<file path="config.mk">
export PLATFORM = sky130hd
export DESIGN_NAME = tmcw_place
export DESIGN_NICKNAME = d
export VERILOG_FILES = /design/src/sv/tmcw_pkg.sv /design/src/sv/tmcw_place.sv
export SDC_FILE = /design/constraint.sdc
export NUM_CORES = 1
export LEC_CHECK = 0
export BUFFER_PORTS_ARGS = -buffer_cell sky130_fd_sc_hd__buf_2
export CORE_UTILIZATION = 48
export DETAILED_ROUTE_END_ITERATION = 12
export PLACE_DENSITY = 0.87
export SYNTH_ARGS = -nofsm -noshare
export SYNTH_HDL_FRONTEND = slang
export SYNTH_SLANG_ARGS = --single-unit
</file>
<file path="constraint.sdc">
create_clock -name vclk -period 5.5
set_input_delay 0.55 -clock vclk [all_inputs]
set_output_delay 0.55 -clock vclk [all_outputs]
set_load 0.1 [all_outputs]
</file>
<file path="src/sv/tmcw_pkg.sv">
`timescale 1ns / 1ps
// ----------------------------------------------------------------------------
// tmcw_pkg
// shared constants, op codes and the placement struct of the text console
// ----------------------------------------------------------------------------
package tmcw_pkg;

	// default grid size
	localparam int COLUMNS_DEF = 80;
	localparam int ROWS_DEF    = 25;

	// cursor widths wide enough for the largest grid (256 columns, 255 rows + past end)
	localparam int COL_W = 8;
	localparam int ROW_W = 8;

	localparam logic [7:0] NEWLINE_CHAR = 8'd10;
	localparam logic [7:0] SPACE_CHAR   = 8'd32;
	localparam logic [7:0] DEFAULT_ATTR = 8'h0F;

	localparam logic [1:0] OP_PUT   = 2'd0;
	localparam logic [1:0] OP_CLEAR = 2'd1;
	localparam logic [1:0] OP_READ  = 2'd2;

	// where a command lands and what it leaves behind
	typedef struct packed {
		logic [1:0]       scroll_n;
		logic             wr_cell;
		logic             rd_ok;
		logic [COL_W-1:0] c;
		logic [ROW_W-1:0] r;
		logic [COL_W-1:0] nxt_col;
		logic [ROW_W-1:0] nxt_row;
	} place_t;

endpackage

</file>
<file path="src/sv/tmcw_place.sv">
`timescale 1ns / 1ps
// ----------------------------------------------------------------------------
// tmcw_place
// works out target cell, scroll count and next cursor for one command
// ----------------------------------------------------------------------------
module tmcw_place import tmcw_pkg::*; #(
	parameter int COLUMNS = COLUMNS_DEF,
	parameter int ROWS    = ROWS_DEF
) (
	input  logic [1:0]       op,
	input  logic [7:0]       ch,
	input  logic [6:0]       col,
	input  logic [4:0]       row,
	input  logic             use_position,
	input  logic [COL_W-1:0] cur_col,
	input  logic [ROW_W-1:0] cur_row,
	output place_t           place
);

	logic [COL_W-1:0] c_sel, c_eff;
	logic [ROW_W-1:0] r_sel, r_eff;
	logic [COL_W:0]   c_inc;
	logic             oob, nl, last_row, wrap;

	assign c_sel    = use_position ? COL_W'(col) : cur_col;
	assign r_sel    = use_position ? ROW_W'(row) : cur_row;
	assign oob      = ({1'b0, c_sel} >= (COL_W+1)'(COLUMNS)) || (r_sel >= ROW_W'(ROWS));
	assign c_eff    = oob ? '0 : c_sel;
	assign r_eff    = oob ? ROW_W'(ROWS - 1) : r_sel;
	assign nl       = (ch == NEWLINE_CHAR);
	assign last_row = (r_eff == ROW_W'(ROWS - 1));
	assign c_inc    = {1'b0, c_eff} + 1'b1;
	assign wrap     = (c_inc == (COL_W+1)'(COLUMNS));

	always_comb begin
		place          = '0;
		place.c        = c_eff;
		place.r        = r_eff;
		place.nxt_col  = cur_col;
		place.nxt_row  = cur_row;
		unique case (op)
			OP_PUT: begin
				place.scroll_n = {1'b0, oob} + {1'b0, nl && last_row};
				if (nl) begin
					place.nxt_col = '0;
					place.nxt_row = last_row ? r_eff : r_eff + 1'b1;
				end else begin
					place.wr_cell = 1'b1;
					place.nxt_col = wrap ? '0 : c_inc[COL_W-1:0];
					place.nxt_row = wrap ? r_eff + 1'b1 : r_eff;
				end
			end
			OP_CLEAR: begin
				place.nxt_col = '0;
				place.nxt_row = '0;
			end
			OP_READ: begin
				place.rd_ok = ((COL_W+1)'(col) < (COL_W+1)'(COLUMNS)) &&
					(ROW_W'(row) < ROW_W'(ROWS));
				place.c     = COL_W'(col);
				place.r     = ROW_W'(row);
			end
			default: begin
				// unused op: cursor stays, nothing changes
			end
		endcase
	end

endmodule

</file>
==> results.toml <==
[drt]
finalWirelength_um = 3520
drt_iter0_markers = 53
via_cell_ratio = 6.02
post-route-drc-count = 0
antenna_violating_nets_post_route = 0
routedWlPerCell_um = 14.1
routed-via-count = 1499
detailedRoute.firstPassIterationCount = 4

[hold_path]
hold_start = "cur_col[3]"
timing.hold.worst.class = "in2out"
timing.hold.worst_endpoint = "place[11]"
hold-path-cell-count = 4

[global_route]
first_global_vias = 1264
overall_track_demand_over_capacity_in_global_routing_pct = 26.6
first_pass_grt_wire_length_um = 5450
grt_start_max_net_pins = 34
antenna_violations_before_repair = 0
total_global_routing_overflow = 0

[die]
num_rows = 17
placeableCoreArea_mm2 = 0.00221
design.die.area_mm2 = 0.00255
dieWidth_um = 50.5
die_h_um = 50.5
floorplan.initialDensity_pct = 51.1
ios = 75

[placement]
numPortBuffers = 71
placedInstanceArea_mm2 = 0.00145
placed_cells_incl_taps = 249
routabilityCongestion = 0.946
hpwlAfterDp_um = 2790

[timing]
timing_max_transition_violations_final = 0
timing.final.setup_violations = 0
rsz0062_at_grt = "false"
period_needed_ns = 4.48
hold_violations_final = 0
tightest_pin_transition_ns = 1.16
slew-limit-headroom_pct = 22.6
setup_total_negative_slack_ns = 0
finalCritPeriodShare_pct = 81.5
highest_attainable_clock_frequency_mhz = 223

[setup_path]
cp_slowest_cell = "buf_2"
slowest_delay_ns = 0.50
crit_required_ns = 4.95
setup_cp_type = "in2out"
timing.critical_path.buf_inv = 3
path_max_fanout = 33
timing.critical_path.to_type = "output port"
arrival_ns = 3.93
cp_top_family = "compound AO/OA/AOI/OAI gates"
critical_path.startpoint_type = "input pin"
worstPathCellList = "buf_2, nand3_1, a221oi_2, nor2_4, inv_2, nor2_1, ha_1, o21ai_1, a21oi_1, a31oi_1, nand3_1, o211ai_2, buf_2"

[pwr]
switching_share_pct = 80.4
irDropWorstVdd_mv = 0.141
power.leakage_uw = 0.000697
switching_power_uw = 200
p_per_area_mw_per_mm2 = 172
seq_power_share_pct = 0
design_power_total_uw = 249
clock_power_share_pct = 0
power_report.internal_total_uw = 49.0
p_comb_share_pct = 100.0

[clock_tree]
cts-resized-gates = 0
cts_setup_buffers = 0
cts_hold_buffers = 0

[synth]
synth_top_cell_by_area = "nand2_1"
ys_seq_area_share_pct = 0
synthesis.yosys.warnings = 0
post_synth.cell_area_avg_um2 = 7.02
yosysMostFrequentCell = "nand2_1"
yosys-top-cells-count = "nand2_1 (20), nor2_1 (11), o31ai_1 (8), and2_1 (7), o21ai_0 (7)"
post_synth_main_area_contributors = "nand2_1 (6.6%), mux2i_1 (5.3%), o31ai_1 (5.3%), ha_1 (4.4%), and2_1 (3.9%)"
synth_cells = 161
yosysTopAreaCellShare_pct = 6.64
syn-cell-area_mm2 = 0.00113
synth_cell_types = 57

[flow_run]
max_cap_violations = 0

[final_layout]
sequential_cell_area_um2 = 0
nFillCells = 226
fin_nets = 266
flow.area_growth_from_synthesis_pct = 28.0
layout.cells.non_filler = 249
numSequentialCells = 0
drive_gt1_share_pct = 38.9
antenna_cells_inserted = 0
post-route-cell-area_mm2 = 0.00145
clock_buffers = 0

[outcome]
outcome = "finished clean"
==> how the worst max path moves through the flow <==
| stage | depth (start not counted) | startpoint | endpoint |
|---|---|---|---|
| 6_report | 13 | use_position | place[0] |
| 3_3_place_gp | 13 | use_position | place[0] |
| 2_1_floorplan | 13 | cur_row[7] | place[2] |
| 5_1_grt | 13 | use_position | place[1] |
| 3_5_place_dp | 13 | use_position | place[0] |
| 4_1_cts | 13 | use_position | place[0] |
==> layer usage <==
layer  wire [um]  vias to the layer above  track usage [%]
met3         172                        8            0.606
li1            -                      736                -
met2        1720                       65             46.0
met5           0                        -                0
met4          64                        0             6.48
met1        1560                      690             36.2
==> power by group through the flow <==
stage / logic (uW) / clock network [uW] / registers, uW
final: 249 / 0 / 0
after global routing: 259 / 0 / 0
after CTS: 248 / 0 / 0
after detailed placement: 248 / 0 / 0
after global placement: 246 / 0 / 0
after floorplan: 206 / 0 / 0
==> cells by family after synthesis <==
| kind of cell | count (synthesis) | synth area share (%) |
|---|---|---|
| muxes | 9 | 8.53 |
| buffers and inverters | 21 | 10.5 |
| adders and majority gates | 4 | 4.43 |
| other | 1 | 0.332 |
| and+or+nand+nor | 67 | 33.6 |
| xor gates and xnor gates | 4 | 3.10 |
| AOI/OAI and AO/OA | 55 | 39.5 |
==> metrics by stage <==
step / hold WS (ns) / worst slack [ns] / util (%)
6_report: 1.61 / 1.02 / 65.4
5_1_grt: 1.63 / 0.762 / 65.4
4_1_cts: 1.61 / 1.07 / 65.4
3_5_place_dp: 1.61 / 1.07 / 65.4
3_3_place_gp: 1.60 / 1.19 / 65.4
2_1_floorplan: 1.49 / 0.805 / -
==> area by class of cell <==
cell class | instances | area (um^2) | share of cell area (%)
tap | 28 | 35.0 | 2.42
timing repair buffer | 71 | 355 | 24.6
multi-input combinational | 143 | 1030 | 71.2
inverter | 7 | 26.3 | 1.82
==> cell usage in the layout (no fill, tap or decap), drive strengths merged, types with 2 or more instances in the layout <==
cell type,instances
a21o,2
nand2,20
nand4,4
o211a,2
and2,7
conb,4
inv,7
a32o,3
mux2i,7
nor2,12
or4,3
ha,4
a211oi,2
nor4,4
o21ai,9
a22o,4
a31oi,2
mux2,2
nor3,5
o41ai,2
o31ai,8
buf,71
nand3,3
o211ai,3
nor2b,2
o22a,2
o22ai,2
a21oi,6
xnor2,4
Power figures use the tool's default switching activity.
